<file path="config.mk">
export PLATFORM = sky130hd
export DESIGN_NAME = speech_segment_detector_top
export DESIGN_NICKNAME = d
export VERILOG_FILES = /design/src/rtl/ssd_pkg.sv /design/src/rtl/speech_segment_detector_top.sv
export SDC_FILE = /design/constraint.sdc
export NUM_CORES = 1
export LEC_CHECK = 0
export BUFFER_PORTS_ARGS = -buffer_cell sky130_fd_sc_hd__buf_2
export CORE_ASPECT_RATIO = 0.5
export CORE_MARGIN = 8
export CORE_UTILIZATION = 48
export DETAILED_ROUTE_END_ITERATION = 10
export HOLD_SLACK_MARGIN = 0.06
export PLACE_DENSITY = 0.65
export SETUP_SLACK_MARGIN = 0.02
export SKIP_CTS_REPAIR_TIMING = 1
export SLEW_MARGIN = 5
export SYNTH_ARGS = -nofsm -noshare
export SYNTH_HDL_FRONTEND = slang
export SYNTH_SLANG_ARGS = --single-unit
</file>
<file path="constraint.sdc">
create_clock -name clk_i -period 11.4 [get_ports clk_i]
set_clock_uncertainty 0.15 [all_clocks]
set_input_delay 1.14 -clock clk_i [delete_from_list [all_inputs] [get_ports clk_i]]
set_output_delay 1.14 -clock clk_i [all_outputs]
set_load 0.03 [all_outputs]
</file>
<file path="src/rtl/ssd_pkg.sv">
package ssd_pkg;

  localparam int unsigned ThrW     = 16;
  localparam int unsigned SampW    = 20;
  localparam int unsigned CfgDataW = 20;
  localparam int unsigned CfgIdxW  = 2;
  localparam int unsigned ProbW    = 16;
  localparam int unsigned ValidW   = 10;
  localparam int unsigned CntW     = 16;
  localparam int unsigned OutW     = 32;

  localparam logic [CntW-1:0] CountMax = '1;

  localparam logic [ThrW-1:0]  ThresholdReset  = 16'd19661;
  localparam logic [SampW-1:0] MinSilenceReset = 20'd1600;
  localparam logic [SampW-1:0] MinSpeechReset  = 20'd4000;
  localparam logic [SampW-1:0] PadReset        = 20'd480;

  typedef enum logic [CfgIdxW-1:0] {
    REG_THRESHOLD   = 2'd0,
    REG_MIN_SILENCE = 2'd1,
    REG_MIN_SPEECH  = 2'd2,
    REG_PAD         = 2'd3
  } cfg_reg_e;

endpackage

</file>
<file path="src/rtl/speech_segment_detector_top.sv">
// Channel  Direction  Handshake              Payload
// cfg      in         cfg_we_i               cfg_index_i, cfg_data_i
// in       in         in_valid_i/in_stall_o  speech_prob_i, valid_samples_i, last_chunk_i
// out      out        out_valid_o/out_stall_i seg_start_o, seg_end_o, at_stream_end_o
//
// One chunk beat is accepted per cycle unless stalled; its segment beat is registered.
// The segment state loop updates from the input register and the state registers.
// A chunk that closes no segment passes even while the output register is stalled.
// Reset restores the register defaults and starts a new stream at sample zero.
// After a last chunk all segment state returns to zero and the next chunk starts a new stream.
module speech_segment_detector_top #(
  parameter int unsigned CHUNK_SAMPLES = 640,
  parameter int unsigned POSITION_BITS = 32
) (
  input  logic                             clk_i,
  input  logic                             rst_ni,
  input  logic                             cfg_we_i,
  input  logic [ssd_pkg::CfgIdxW-1:0]      cfg_index_i,
  input  logic [ssd_pkg::CfgDataW-1:0]     cfg_data_i,
  input  logic                             in_valid_i,
  output logic                             in_stall_o,
  input  logic [ssd_pkg::ProbW-1:0]        speech_prob_i,
  input  logic [ssd_pkg::ValidW-1:0]       valid_samples_i,
  input  logic                             last_chunk_i,
  output logic                             out_valid_o,
  input  logic                             out_stall_i,
  output logic [ssd_pkg::OutW-1:0]         seg_start_o,
  output logic [ssd_pkg::OutW-1:0]         seg_end_o,
  output logic                             at_stream_end_o
);

  localparam int unsigned ChunkW = $clog2(CHUNK_SAMPLES + 1);
  localparam int unsigned VW     = (ChunkW > ssd_pkg::ValidW) ? ChunkW : ssd_pkg::ValidW;
  localparam int unsigned WW     =
    ((POSITION_BITS > ssd_pkg::SampW) ? POSITION_BITS : ssd_pkg::SampW) + 1;
  localparam int unsigned PW     = ssd_pkg::CntW + ChunkW;
  localparam int unsigned PB     = POSITION_BITS;

  logic [ssd_pkg::ThrW-1:0]  thr_q;
  logic [ssd_pkg::SampW-1:0] min_sil_q;
  logic [ssd_pkg::SampW-1:0] min_speech_q;
  logic [ssd_pkg::SampW-1:0] pad_q;

  logic                       s1_v_q;
  logic [ssd_pkg::ProbW-1:0]  s1_prob_q;
  logic [ssd_pkg::ValidW-1:0] s1_valid_q;
  logic                       s1_last_q;

  logic                       in_speech_q;
  logic [PB-1:0]              open_q;
  logic [PB-1:0]              sb_q;
  logic [ssd_pkg::CntW-1:0]   cnt_q;
  logic [PB-1:0]              cp_q;
  logic [PB-1:0]              seen_q;

  logic                       out_v_q;
  logic [ssd_pkg::OutW-1:0]   out_start_q;
  logic [ssd_pkg::OutW-1:0]   out_end_q;
  logic                       out_flag_q;

  logic                       in_accept;
  logic                       out_free;
  logic                       process;

  logic [VW-1:0]              valid_ext;
  logic [VW-1:0]              valid_clip;
  logic [PB-1:0]              seen_new;
  logic                       speech;
  logic [PB-1:0]              open_calc;
  logic [PB-1:0]              sb_sel;
  logic [ssd_pkg::CntW-1:0]   cnt_inc;
  logic [PW-1:0]              sil_len;
  logic [WW-1:0]              end_sum;
  logic [PB-1:0]              end_val;
  logic [PB-1:0]              len;

  logic                       in_speech_n;
  logic [PB-1:0]              open_n;
  logic [PB-1:0]              sb_n;
  logic [ssd_pkg::CntW-1:0]   cnt_n;
  logic                       has_res;
  logic [PB-1:0]              res_start;
  logic [PB-1:0]              res_end;
  logic                       res_flag;

  always_ff @(posedge clk_i or negedge rst_ni) begin
    if (!rst_ni) begin
      thr_q        <= ssd_pkg::ThresholdReset;
      min_sil_q    <= ssd_pkg::MinSilenceReset;
      min_speech_q <= ssd_pkg::MinSpeechReset;
      pad_q        <= ssd_pkg::PadReset;
    end else if (cfg_we_i) begin
      unique case (ssd_pkg::cfg_reg_e'(cfg_index_i))
        ssd_pkg::REG_THRESHOLD:   thr_q        <= cfg_data_i[ssd_pkg::ThrW-1:0];
        ssd_pkg::REG_MIN_SILENCE: min_sil_q    <= cfg_data_i;
        ssd_pkg::REG_MIN_SPEECH:  min_speech_q <= cfg_data_i;
        ssd_pkg::REG_PAD:         pad_q        <= cfg_data_i;
        default: ;
      endcase
    end
  end

  assign out_free   = !out_v_q || !out_stall_i;
  assign process    = s1_v_q && (!has_res || out_free);
  assign in_stall_o = s1_v_q && !process;
  assign in_accept  = in_valid_i && !in_stall_o;

  always_comb begin
    valid_ext  = VW'(s1_valid_q);
    valid_clip = (valid_ext > VW'(CHUNK_SAMPLES)) ? VW'(CHUNK_SAMPLES) : valid_ext;
    seen_new   = seen_q + PB'(valid_clip);
    speech     = s1_prob_q >= thr_q;
    open_calc  = (WW'(cp_q) > WW'(pad_q)) ? PB'(WW'(cp_q) - WW'(pad_q)) : '0;
    sb_sel     = (cnt_q == '0) ? cp_q : sb_q;
    cnt_inc    = (cnt_q == ssd_pkg::CountMax) ? cnt_q : cnt_q + ssd_pkg::CntW'(1);
    sil_len    = PW'(cnt_inc) * PW'(CHUNK_SAMPLES);
    end_sum    = WW'(sb_sel) + WW'(pad_q);
    end_val    = (end_sum > WW'(seen_new)) ? seen_new : PB'(end_sum);

    in_speech_n = in_speech_q;
    open_n      = open_q;
    sb_n        = sb_q;
    cnt_n       = cnt_q;
    has_res     = 1'b0;
    res_start   = open_q;
    res_end     = end_val;
    res_flag    = 1'b0;

    if (speech) begin
      cnt_n = '0;
      if (!in_speech_q) begin
        open_n      = open_calc;
        in_speech_n = 1'b1;
      end
    end else if (in_speech_q) begin
      sb_n  = sb_sel;
      cnt_n = cnt_inc;
      if (sil_len >= PW'(min_sil_q)) begin
        has_res     = 1'b1;
        in_speech_n = 1'b0;
        cnt_n       = '0;
      end
    end

    len = (seen_new > open_n) ? seen_new - open_n : '0;
    if (s1_last_q && in_speech_n && (WW'(len) >= WW'(min_speech_q))) begin
      has_res   = 1'b1;
      res_start = open_n;
      res_end   = seen_new;
      res_flag  = 1'b1;
    end
  end

  always_ff @(posedge clk_i or negedge rst_ni) begin
    if (!rst_ni) begin
      s1_v_q <= 1'b0;
    end else if (in_accept) begin
      s1_v_q <= 1'b1;
    end else if (process) begin
      s1_v_q <= 1'b0;
    end
  end

  always_ff @(posedge clk_i) begin
    if (in_accept) begin
      s1_prob_q  <= speech_prob_i;
      s1_valid_q <= valid_samples_i;
      s1_last_q  <= last_chunk_i;
    end
  end

  always_ff @(posedge clk_i or negedge rst_ni) begin
    if (!rst_ni) begin
      in_speech_q <= 1'b0;
      open_q      <= '0;
      sb_q        <= '0;
      cnt_q       <= '0;
      cp_q        <= '0;
      seen_q      <= '0;
    end else if (process) begin
      if (s1_last_q) begin
        in_speech_q <= 1'b0;
        open_q      <= '0;
        sb_q        <= '0;
        cnt_q       <= '0;
        cp_q        <= '0;
        seen_q      <= '0;
      end else begin
        in_speech_q <= in_speech_n;
        open_q      <= open_n;
        sb_q        <= sb_n;
        cnt_q       <= cnt_n;
        cp_q        <= cp_q + PB'(CHUNK_SAMPLES);
        seen_q      <= seen_new;
      end
    end
  end

  always_ff @(posedge clk_i or negedge rst_ni) begin
    if (!rst_ni) begin
      out_v_q <= 1'b0;
    end else if (process && has_res) begin
      out_v_q <= 1'b1;
    end else if (!out_stall_i) begin
      out_v_q <= 1'b0;
    end
  end

  always_ff @(posedge clk_i) begin
    if (process && has_res) begin
      out_start_q <= ssd_pkg::OutW'(res_start);
      out_end_q   <= ssd_pkg::OutW'(res_end);
      out_flag_q  <= res_flag;
    end
  end

  assign out_valid_o     = out_v_q;
  assign seg_start_o     = out_start_q;
  assign seg_end_o       = out_end_q;
  assign at_stream_end_o = out_flag_q;

  a_stall_needs_item: assert property (@(posedge clk_i) disable iff (!rst_ni)
    in_stall_o |-> s1_v_q)
    else $error("Input stalled with an empty input register.");

  a_silence_in_speech: assert property (@(posedge clk_i) disable iff (!rst_ni)
    (cnt_q != '0) |-> in_speech_q)
    else $error("Silence run counted outside a segment.");

  a_last_clears: assert property (@(posedge clk_i) disable iff (!rst_ni)
    (process && s1_last_q) |=> (!in_speech_q && seen_q == '0 && cp_q == '0))
    else $error("Stream state not cleared after the last chunk.");

  a_result_lands: assert property (@(posedge clk_i) disable iff (!rst_ni)
    (process && has_res) |-> out_free)
    else $error("Segment produced while the output register was occupied.");

endmodule
</file>
==> impl_metrics.py, run 1 <==
metrics = {
    "setup_path": {
        "start_kind": "flop",
        "regToRegSetupSlack_ps": 1030,
        "cpMostUsedCell": "a21o_1",
        "worstPathMaxFanout": 20,
        "crit_slowest_cell": "nor3_1",
        "worstPathArrival_ps": 9400,
        "criticalPathCategory": "reg -> out",
        "rr_worst_depth": 40,
        "timing.rr.end": "open_q[16]$_DFFE_PN0P_",
        "worstPathRequired_ps": 10110,
        "slowest_delay_ps": 670,
        "crit_start": "s1_valid_q[4]$_DFFE_PP_",
        "endpoint_kind": "output port",
        "timing.rr.start": "s1_valid_q[4]$_DFFE_PP_",
    },
    "drt": {
        "viasPerCell": 6.07,
        "drt_iter0_markers": 1571,
        "vias": 18200,
        "drt_pass1_iterations": 5,
        "wire_per_inst_um": 22.2,
        "wirelength_mm": 66.4,
        "drc": 0,
        "ant_nets": 0,
    },
    "job": {
        "cap_violations": 0,
    },
    "sta": {
        "rsz0062_at_grt": "no",
        "setup_viol": 0,
        "max_freq_mhz": 93.5,
        "fin_crit_ps": 10690,
        "hold_viol": 0,
        "relSlewSlack_pct": 23.9,
        "timing.final.ws_setup_ps": 710,
        "drv_slew": 0,
        "tns_ps": 0,
        "period_share_pct": 93.8,
        "worstMarginPinSlew_ps": 1140,
    },
    "floorplanning": {
        "coreArea_sq_mm": 0.0451,
        "die_h_um": 167,
        "row_count": 55,
        "io_pins": 121,
        "initial_core_util_pct": 48.5,
        "die_width_um": 318,
        "fp.dieArea_sq_mm": 0.0531,
    },
    "cells_and_area": {
        "layout-drive-gt1-share_pct": 15.0,
        "final_nets": 2624,
        "area_growth_syn_to_layout_pct": 9.67,
        "diodes": 0,
    },
    "placed_design": {
        "port_buffers": 120,
        "place_ws_ps": 1090,
        "gp_congestion": 0.982,
        "dp_hpwl_mm": 50.7,
    },
    "global_route": {
        "grt_max_degree": 96,
        "grt_usage_pct": 24.2,
        "grt_pass1_wl_mm": 103,
        "antenna_found_initial": 1,
        "grt.overflow.total": 0,
        "grt_pass1_vias": 17400,
    },
    "logic_synthesis": {
        "netlist_top_cells_area": "dfrtp_1 22%, edfxtp_1 13%, ha_1 11%",
        "yosys_warnings": 0,
        "synth_top_cells_by_count": "195 x dfrtp_1, 189 x ha_1, 187 x o21ai_0",
        "yosysUniqueCellTypes": 88,
        "ys_seq_area_share_pct": 37.4,
        "synth_top_cell_by_area": "dfrtp_1",
        "synth_top_area_share_pct": 22.3,
        "synth-seq-cells": 308,
        "syn_area_sq_mm": 0.0219,
        "syn_area_per_cell_sq_um": 9.46,
        "netlist_instances": 2315,
        "synth_nets": 2562,
        "synth_edf_count": 92,
        "yosys.cell_count.top_type": "dfrtp_1",
        "synthArstFlopShare_pct": 70.1,
        "ys.flop_type": "dfrtp_1",
    },
    "pwr": {
        "total_leakage_power_nw": 11.0,
        "power_frac_seq_pct": 26.7,
        "totalPowerFinal_mw": 5.73,
        "combPwrFrac_pct": 54.2,
        "internal_power_mw": 3.06,
        "switchingPower_mw": 2.67,
        "p_sw_share_pct": 46.6,
        "clockPowerShare_pct": 19.1,
        "ir_worst_vdd_v": 0.000155,
        "power.density_mw_per_mm2": 239,
    },
    "clock_tree": {
        "cts.sinks": 308,
        "cts_max_path_buffers": 3,
        "clkLatencyLatePin_ps": 610,
        "htree_levels": 1,
        "numCtsBuffers": 30,
        "cts_tree": "done",
        "clockRootBuffer": "clkbuf_16",
        "clk_pin_slew_worst_paths_ps": 70,
    },
    "outcome": {
        "status": "finished clean",
    },
    "worst_hold_path": {
        "hp-class": "reg -> reg",
        "min_path_cells": 1,
        "min_from": "sb_q[3]$_DFFE_PN0P_",
        "min_to": "sb_q[3]$_DFFE_PN0P_",
    },
}
## stage by stage
| step | util [%] | instance area, sq um | instances | hold slack (ps) |
|---|---|---|---|---|
| final | 53.2 | 24000 | 2999 | 336 |
| after global routing | 53.2 | 24000 | 2999 | 349 |
| after CTS | 53.2 | 24000 | 2999 | 333 |
| after detailed placement | 50.8 | 23000 | 2943 | 312 |
| after global placement | 50.8 | 23000 | 2943 | 311 |
| after floorplan | - | 21900 | 2315 | 294 |
## layout make-up
| class | instances | area [sq um] |
|---|---|---|
| clock buffer | 41 | 873 |
| clock inverter | 15 | 193 |
| fill | 4119 | 21100 |
| inverter | 150 | 563 |
| multi-input combinational | 1738 | 12600 |
| sequential | 308 | 8190 |
| tap | 598 | 748 |
| timing repair buffer | 149 | 828 |
## layer usage
layer | global-route usage, % | up-vias | share of wire, %
li1 | - | 8615 | -
met1 | 35.0 | 8886 | 47
met2 | 34.0 | 600 | 40
met3 | 8.79 | 103 | 10
met4 | 5.81 | 2 | 2.4
met5 | 0 | - | 0.030
## sequential cells by signal (all words and copies together), names as in the netlist
signal / flops
s1_valid_q: 10
in_speech_q: 1
s1_v_q: 1
seen_q: 32
cp_q: 25
seg_start_o: 32
s1_prob_q: 16
cnt_q: 16
min_sil_q: 20
sb_q: 32
open_q: 32
min_speech_q: 20
out_valid_o: 1
pad_q: 20
at_stream_end_o: 1
seg_end_o: 32
thr_q: 16
s1_last_q: 1
## cell families (layout without fill, tap and decap cells)
| family | after synthesis | in the layout | share of synthesized area, % |
|---|---|---|---|
| AO/OA/AOI/OAI | 665 | 665 | 20.0 |
| AND/OR/NAND/NOR | 631 | 631 | 14.6 |
| flip-flops | 308 | 308 | 37.4 |
| buffers and inverters | 269 | 355 | 5.05 |
| adder cells (fa/ha/maj) | 193 | 193 | 11.2 |
| XOR/XNOR | 127 | 127 | 5.08 |
| multiplexers | 122 | 122 | 6.64 |
## power by group through the flow
stage                     Combinational (mW)  Sequential (mW)  Clock (mW)
after global routing                    3.35             1.55        1.16
final                                   3.10             1.53        1.10
after floorplan                         1.97             1.54           0
after CTS                               3.00             1.53        1.12
after detailed placement                2.98             1.55           0
after global placement                  2.98             1.54           0
## layout by cell type (no fill, tap or decap), types with 30 or more instances in the layout
| master | count |
|---|---|
| dfrtp_1 | 195 |
| ha_1 | 189 |
| o21ai_0 | 186 |
| nand2_1 | 157 |
| inv_1 | 148 |
| nor2_1 | 143 |
| buf_2 | 119 |
| a21oi_1 | 118 |
| edfxtp_1 | 92 |
| mux2_2 | 79 |
| nand3_1 | 71 |
| o31ai_1 | 69 |
| xnor2_1 | 68 |
| xor2_1 | 59 |
| a21o_1 | 55 |
| nand4_1 | 34 |
| nor3_1 | 34 |
| and3_1 | 31 |
| clkbuf_16 | 31 |
| a22oi_1 | 30 |
## worst max-delay path, delay by kind of cell (launching register included)
family / cells / cell delay (ps)
AOI/OAI and AO/OA: 21 / 4200
and+or+nand+nor: 8 / 1870
adders and majority gates: 4 / 1310
buffers and inverters: 6 / 700
DFF: 1 / 400
xor gates and xnor gates: 1 / 290
## how the worst max path moves through the flow
stage / to / depth (start not counted)
floorplan: at_stream_end_o$_DFFE_PP_ / 41
global placement: open_q[16]$_DFFE_PN0P_ / 40
detailed placement: seen_q[2]$_DFFE_PN0P_ / 40
CTS: in_stall_o / 40
global route: in_stall_o / 40
finish: in_stall_o / 40
Power figures use the tool's default switching activity.
==> run 2, diff against run 1 <==
--- a/config.mk
+++ b/config.mk
@@ -5,13 +5,13 @@
 export SDC_FILE = /design/constraint.sdc
 export NUM_CORES = 1
 export LEC_CHECK = 0
+export ABC_AREA = 1
 export BUFFER_PORTS_ARGS = -buffer_cell sky130_fd_sc_hd__buf_2
 export CORE_ASPECT_RATIO = 0.5
 export CORE_MARGIN = 8
 export CORE_UTILIZATION = 48
 export DETAILED_ROUTE_END_ITERATION = 10
 export HOLD_SLACK_MARGIN = 0.06
-export PLACE_DENSITY = 0.65
 export SETUP_SLACK_MARGIN = 0.02
 export SKIP_CTS_REPAIR_TIMING = 1
 export SLEW_MARGIN = 5
==> impl_metrics.py, run 2 <==
metrics = {
    "outcome": {
        "status": "finished clean",
    },
    "cells_and_area": {
        "final_cell_mix": "955 x nand2_1, 480 x inv_1, 264 x nor2_1",
        "final_nets": 3605,
        "final_common_cell": "nand2_1",
        "final_util_pct": 53.0,
        "layout-drive-gt1-share_pct": 8.30,
        "fill_cells": 4792,
        "area_growth_syn_to_layout_pct": 9.22,
    },
    "floorplanning": {
        "fp.dieArea_sq_mm": 0.0567,
        "die_h_um": 172,
        "die_width_um": 329,
        "initial_core_util_pct": 48.5,
        "row_count": 57,
        "coreArea_sq_mm": 0.0484,
        "io_pins": 121,
    },
    "placed_design": {
        "place_ws_ps": 2080,
        "dp_hpwl_mm": 59.0,
        "port_buffers": 120,
        "gp_congestion": 0.958,
    },
    "clock_tree": {
        "clockRootBuffer": "clkbuf_16",
        "numCtsBuffers": 34,
        "cts_max_path_buffers": 3,
        "htree_levels": 2,
        "cts_tree": "done",
        "cts.sinks": 308,
        "clk_pin_slew_worst_paths_ps": 70,
        "clkLatencyLatePin_ps": 560,
    },
    "logic_synthesis": {
        "ys.flop_type": "dfrtp_1",
        "yosysUniqueCellTypes": 52,
        "netlist_top_cells_area": "dfrtp_1 21%, nand2_1 15%, edfxtp_1 12%",
        "ys_seq_area_share_pct": 34.9,
        "synth_top_cells_by_count": "955 x nand2_1, 482 x inv_1, 264 x nor2_1",
        "syn_area_sq_mm": 0.0235,
        "synth_top_cell_by_area": "dfrtp_1",
        "synth_top_area_share_pct": 20.8,
        "yosys.cell_count.top_type": "nand2_1",
        "netlist_instances": 3291,
        "syn_area_per_cell_sq_um": 7.13,
        "yosys_warnings": 0,
        "synth_nets": 3538,
        "synth-seq-cells": 308,
        "synthArstFlopShare_pct": 70.1,
        "synth_edf_count": 92,
    },
    "global_route": {
        "antenna_found_initial": 6,
        "grt_usage_pct": 26.5,
        "grt_pass1_vias": 19700,
        "grt_max_degree": 176,
        "grt.overflow.total": 0,
        "grt_pass1_wl_mm": 116,
    },
    "setup_path": {
        "crit_buf_inv": 4,
        "cpMostUsedCell": "nand2_1",
        "start_kind": "flop",
        "endpoint_kind": "output port",
        "criticalPathCategory": "reg -> out",
        "regToRegSetupSlack_ps": 1930,
        "worstPathArrival_ps": 8730,
        "slowest_delay_ps": 550,
        "worstPathMaxFanout": 57,
        "worstPathRequired_ps": 10110,
        "cp_top_family": "simple AND/OR/NAND/NOR gates",
        "crit_slowest_cell": "nand2_4",
    },
    "sta": {
        "max_freq_mhz": 99.8,
        "setup_viol": 0,
        "hold_viol": 0,
        "timing.final.ws_setup_ps": 1380,
        "relSlewSlack_pct": 23.0,
        "period_share_pct": 87.9,
        "whs_ps": 322,
        "worstMarginPinSlew_ps": 1160,
        "drv_slew": 0,
        "rsz0062_at_grt": "no",
        "fin_crit_ps": 10020,
        "tns_ps": 0,
    },
    "drt": {
        "wire_per_inst_um": 18.9,
        "drt_pass1_iterations": 6,
        "vias": 21500,
        "viasPerCell": 5.33,
        "wirelength_mm": 76.5,
        "drt_iter0_markers": 2208,
        "drc": 0,
        "ant_nets": 0,
    },
    "pwr": {
        "total_leakage_power_nw": 12.8,
        "totalPowerFinal_mw": 6.74,
        "power.density_mw_per_mm2": 263,
        "ir_worst_vdd_v": 0.000187,
    },
    "worst_hold_path": {
        "hp-class": "reg -> reg",
    },
    "job": {
        "cap_violations": 0,
    },
}
[run 2: final timing paths]
| kind | startpoint | end | depth (start not counted) |
|---|---|---|---|
| setup reg to reg | s1_valid_q[4]$_DFFE_PP_ | seen_q[10]$_DFFE_PN0P_ | 41 |
| setup / recovery | s1_valid_q[4]$_DFFE_PP_ | in_stall_o | 40 |
| hold / removal | sb_q[9]$_DFFE_PN0P_ | sb_q[9]$_DFFE_PN0P_ | 2 |
| hold reg to reg | sb_q[9]$_DFFE_PN0P_ | sb_q[9]$_DFFE_PN0P_ | 2 |
| min in group asynchronous | rst_ni | seen_q[17]$_DFFE_PN0P_ | 1 |
| max in group asynchronous | rst_ni | min_sil_q[14]$_DFFE_PN0P_ | 2 |
[run 2: where the power goes]
| group | leakage [nW] | internal (mW) | switching, mW |
|---|---|---|---|
| clock network | 0.578 | 0.685 | 0.516 |
| registers | 3.71 | 1.41 | 0.114 |
| logic | 8.53 | 1.12 | 2.89 |
| total | 12.8 | 3.22 | 3.52 |
[run 2: logic make-up (layout without fill, tap and decap cells)]
kind of cell,Yosys count,after routing,share of synthesized area [%]
compound gates,498,498,11.3
flops,308,308,34.9
other cells,0,4,0
xor+xnor,125,125,4.66
simple gates,1574,1574,28.4
buf+inv,593,686,10.4
fa+ha+maj,193,193,10.4
[run 2: layer usage]
layer  vias up  routed length [um]  share of wire (%)  global-route usage [%]
li1      10800                   -                  -                       -
met2       738               31300                 41                    39.2
met3        92                7430                9.7                    6.99
met4         2                1360                1.8                    5.38
met5         -                  13              0.017                       0
met1      9894               36400                 48                    38.8
[run 2: stage by stage]
step | cell area [sq um] | instances
2_1_floorplan | 23500 | 3291
3_3_place_gp | 24400 | 3971
3_5_place_dp | 24400 | 3971
4_1_cts | 25600 | 4033
5_1_grt | 25600 | 4033
6_report | 25600 | 4037
[run 2: worst register-to-register path: cells and delay by family (launching register included)]
kind	cells	cell delay, ps
fa+ha+maj	4	1160
simple gates	25	5210
buf+inv	3	650
compound gates	8	1170
flops	1	410
xor+xnor	1	510
[run 2: area by class of cell]
type,count,area [sq um],area share (%)
multi-input cells,2390,12900,50.2
flip-flops and latches,308,8200,32.0
inverters,488,1830,7.14
clock buffers,42,975,3.80
well taps,649,812,3.17
repair buffers,136,743,2.90
clock inverters,20,211,0.825
diodes,4,10.0,0.0390
==> run 3, diff against run 2 <==
--- a/config.mk
+++ b/config.mk
@@ -7,11 +7,14 @@
 export LEC_CHECK = 0
 export ABC_AREA = 1
 export BUFFER_PORTS_ARGS = -buffer_cell sky130_fd_sc_hd__buf_2
+export CELL_PAD_IN_SITES_DETAIL_PLACEMENT = 1
+export CELL_PAD_IN_SITES_GLOBAL_PLACEMENT = 2
 export CORE_ASPECT_RATIO = 0.5
 export CORE_MARGIN = 8
-export CORE_UTILIZATION = 48
+export CORE_UTILIZATION = 36
 export DETAILED_ROUTE_END_ITERATION = 10
 export HOLD_SLACK_MARGIN = 0.06
+export PLACE_DENSITY_LB_ADDON = 0.1
 export SETUP_SLACK_MARGIN = 0.02
 export SKIP_CTS_REPAIR_TIMING = 1
 export SLEW_MARGIN = 5
==> impl_metrics.py, run 3 (synthesis gave the netlist of run 2 again) <==
metrics = {
    "global_route": {
        "grt_pass1_wl_mm": 136,
        "grt_max_degree": 104,
        "antenna_found_initial": 0,
        "grt_pass1_vias": 22400,
        "grt.overflow.total": 0,
        "grt_usage_pct": 23.5,
    },
    "placed_design": {
        "port_buffers": 120,
        "gp_congestion": 0.888,
        "dp_hpwl_mm": 68.8,
        "place_ws_ps": 1850,
    },
    "job": {
        "cap_violations": 0,
    },
    "drt": {
        "ant_nets": 0,
        "drt_iter0_markers": 1290,
        "wirelength_mm": 87.7,
        "viasPerCell": 5.10,
        "drt_pass1_iterations": 5,
        "vias": 21800,
        "wire_per_inst_um": 20.5,
        "drc": 0,
    },
    "floorplanning": {
        "row_count": 66,
        "initial_core_util_pct": 36.3,
        "io_pins": 121,
        "die_h_um": 197,
        "die_width_um": 377,
        "fp.dieArea_sq_mm": 0.0741,
        "coreArea_sq_mm": 0.0647,
    },
    "worst_hold_path": {
        "hp-class": "reg -> reg",
        "min_path_cells": 2,
    },
    "sta": {
        "hold_viol": 0,
        "max_freq_mhz": 98.2,
        "period_share_pct": 89.3,
        "setup_viol": 0,
        "rsz0062_at_grt": "no",
        "drv_slew": 0,
        "tns_ps": 0,
        "worstMarginPinSlew_ps": 1040,
        "timing.final.ws_setup_ps": 1220,
        "relSlewSlack_pct": 30.4,
        "fin_crit_ps": 10180,
    },
    "setup_path": {
        "worstPathRequired_ps": 10110,
        "start_kind": "flop",
        "criticalPathCategory": "reg -> out",
        "endpoint_kind": "output port",
        "rr_worst_depth": 42,
        "crit_slowest_cell": "inv_1",
        "cpMostUsedCell": "nand2_1",
        "slowest_delay_ps": 600,
        "worstPathMaxFanout": 57,
        "worstPathArrival_ps": 8890,
    },
    "clock_tree": {
        "clk_pin_slew_worst_paths_ps": 70,
        "clkLatencyLatePin_ps": 590,
        "clockRootBuffer": "clkbuf_16",
        "cts.sinks": 308,
        "numCtsBuffers": 37,
        "htree_levels": 2,
        "cts_max_path_buffers": 3,
        "cts_tree": "done",
    },
    "cells_and_area": {
        "area_growth_syn_to_layout_pct": 10.9,
        "final_common_cell": "nand2_1",
        "layout-drive-gt1-share_pct": 8.63,
        "final_cell_mix": "955 x nand2_1, 480 x inv_1, 264 x nor2_1",
        "final_nets": 3613,
        "fill_cells": 8256,
    },
    "pwr": {
        "total_leakage_power_nw": 12.9,
        "power.density_mw_per_mm2": 262,
        "ir_worst_vdd_v": 0.000126,
    },
    "outcome": {
        "status": "finished clean",
    },
}
-- run 3: cell types whose count changed in the layout (fill, tap and decap cells not counted), sizes merged --
cell and change:
diode -2, clkinvlp +2, inv +4, clkinv -1
bufinv +1, buf +5
-- run 3: critical path: cells and delay by family, from the launching register on --
| family | cells | cell delay [ps] |
|---|---|---|
| buf+inv | 7 | 1490 |
| compound gates | 9 | 1600 |
| fa+ha+maj | 3 | 950 |
| simple gates | 21 | 3590 |
| flops | 1 | 550 |
-- run 3: stage by stage --
step / utilization, % / instances / power (mW) / instance area (sq um) / hold slack [ps]
floorplan: - / 3291 / 4.15 / 23500 / 287
global placement: 38.3 / 4211 / 5.46 / 24800 / 300
detailed placement: 38.3 / 4211 / 5.52 / 24800 / 309
CTS: 40.2 / 4279 / 6.84 / 26000 / 326
global route: 40.2 / 4279 / 7.37 / 26000 / 351
finish: 40.2 / 4281 / 6.81 / 26000 / 325
-- run 3: worst paths after layout --
check	from	to	slack, ps
max	pad_q[7]$_DFFE_PN1P_	in_stall_o	1220
min	sb_q[22]$_DFFE_PN0P_	sb_q[22]$_DFFE_PN0P_	320
max reg2reg	pad_q[7]$_DFFE_PN1P_	seen_q[6]$_DFFE_PN0P_	1840
min reg2reg	sb_q[22]$_DFFE_PN0P_	sb_q[22]$_DFFE_PN0P_	320
max in group asynchronous	rst_ni	seen_q[15]$_DFFE_PN0P_	8470
min in group asynchronous	rst_ni	thr_q[9]$_DFFE_PN0P_	410
-- run 3: area by class of cell --
class,instances,area [sq um],share of cell area (%)
multi-input combinational,2390,12900,49.4
sequential,308,8200,31.5
inverter,488,1830,7.03
tap,884,1110,4.25
clock buffer,42,975,3.74
timing repair buffer,141,768,2.95
clock inverter,26,293,1.12
antenna,2,5.00,0.0192
-- run 3: per-layer routing --
metal / vias to the layer above / global-route usage, % / share of wire, %
met4: 0 / 3.56 / 1.2
met3: 63 / 2.91 / 3.8
met5: - / 0 / 0
li1: 10800 / - / -
met2: 295 / 36.4 / 43
met1: 10700 / 35.4 / 52
-- run 3: report_power, final --
part           switching [mW]  internal (mW)
clock                   0.561          0.720
combinational            2.88           1.13
sequential              0.115           1.42
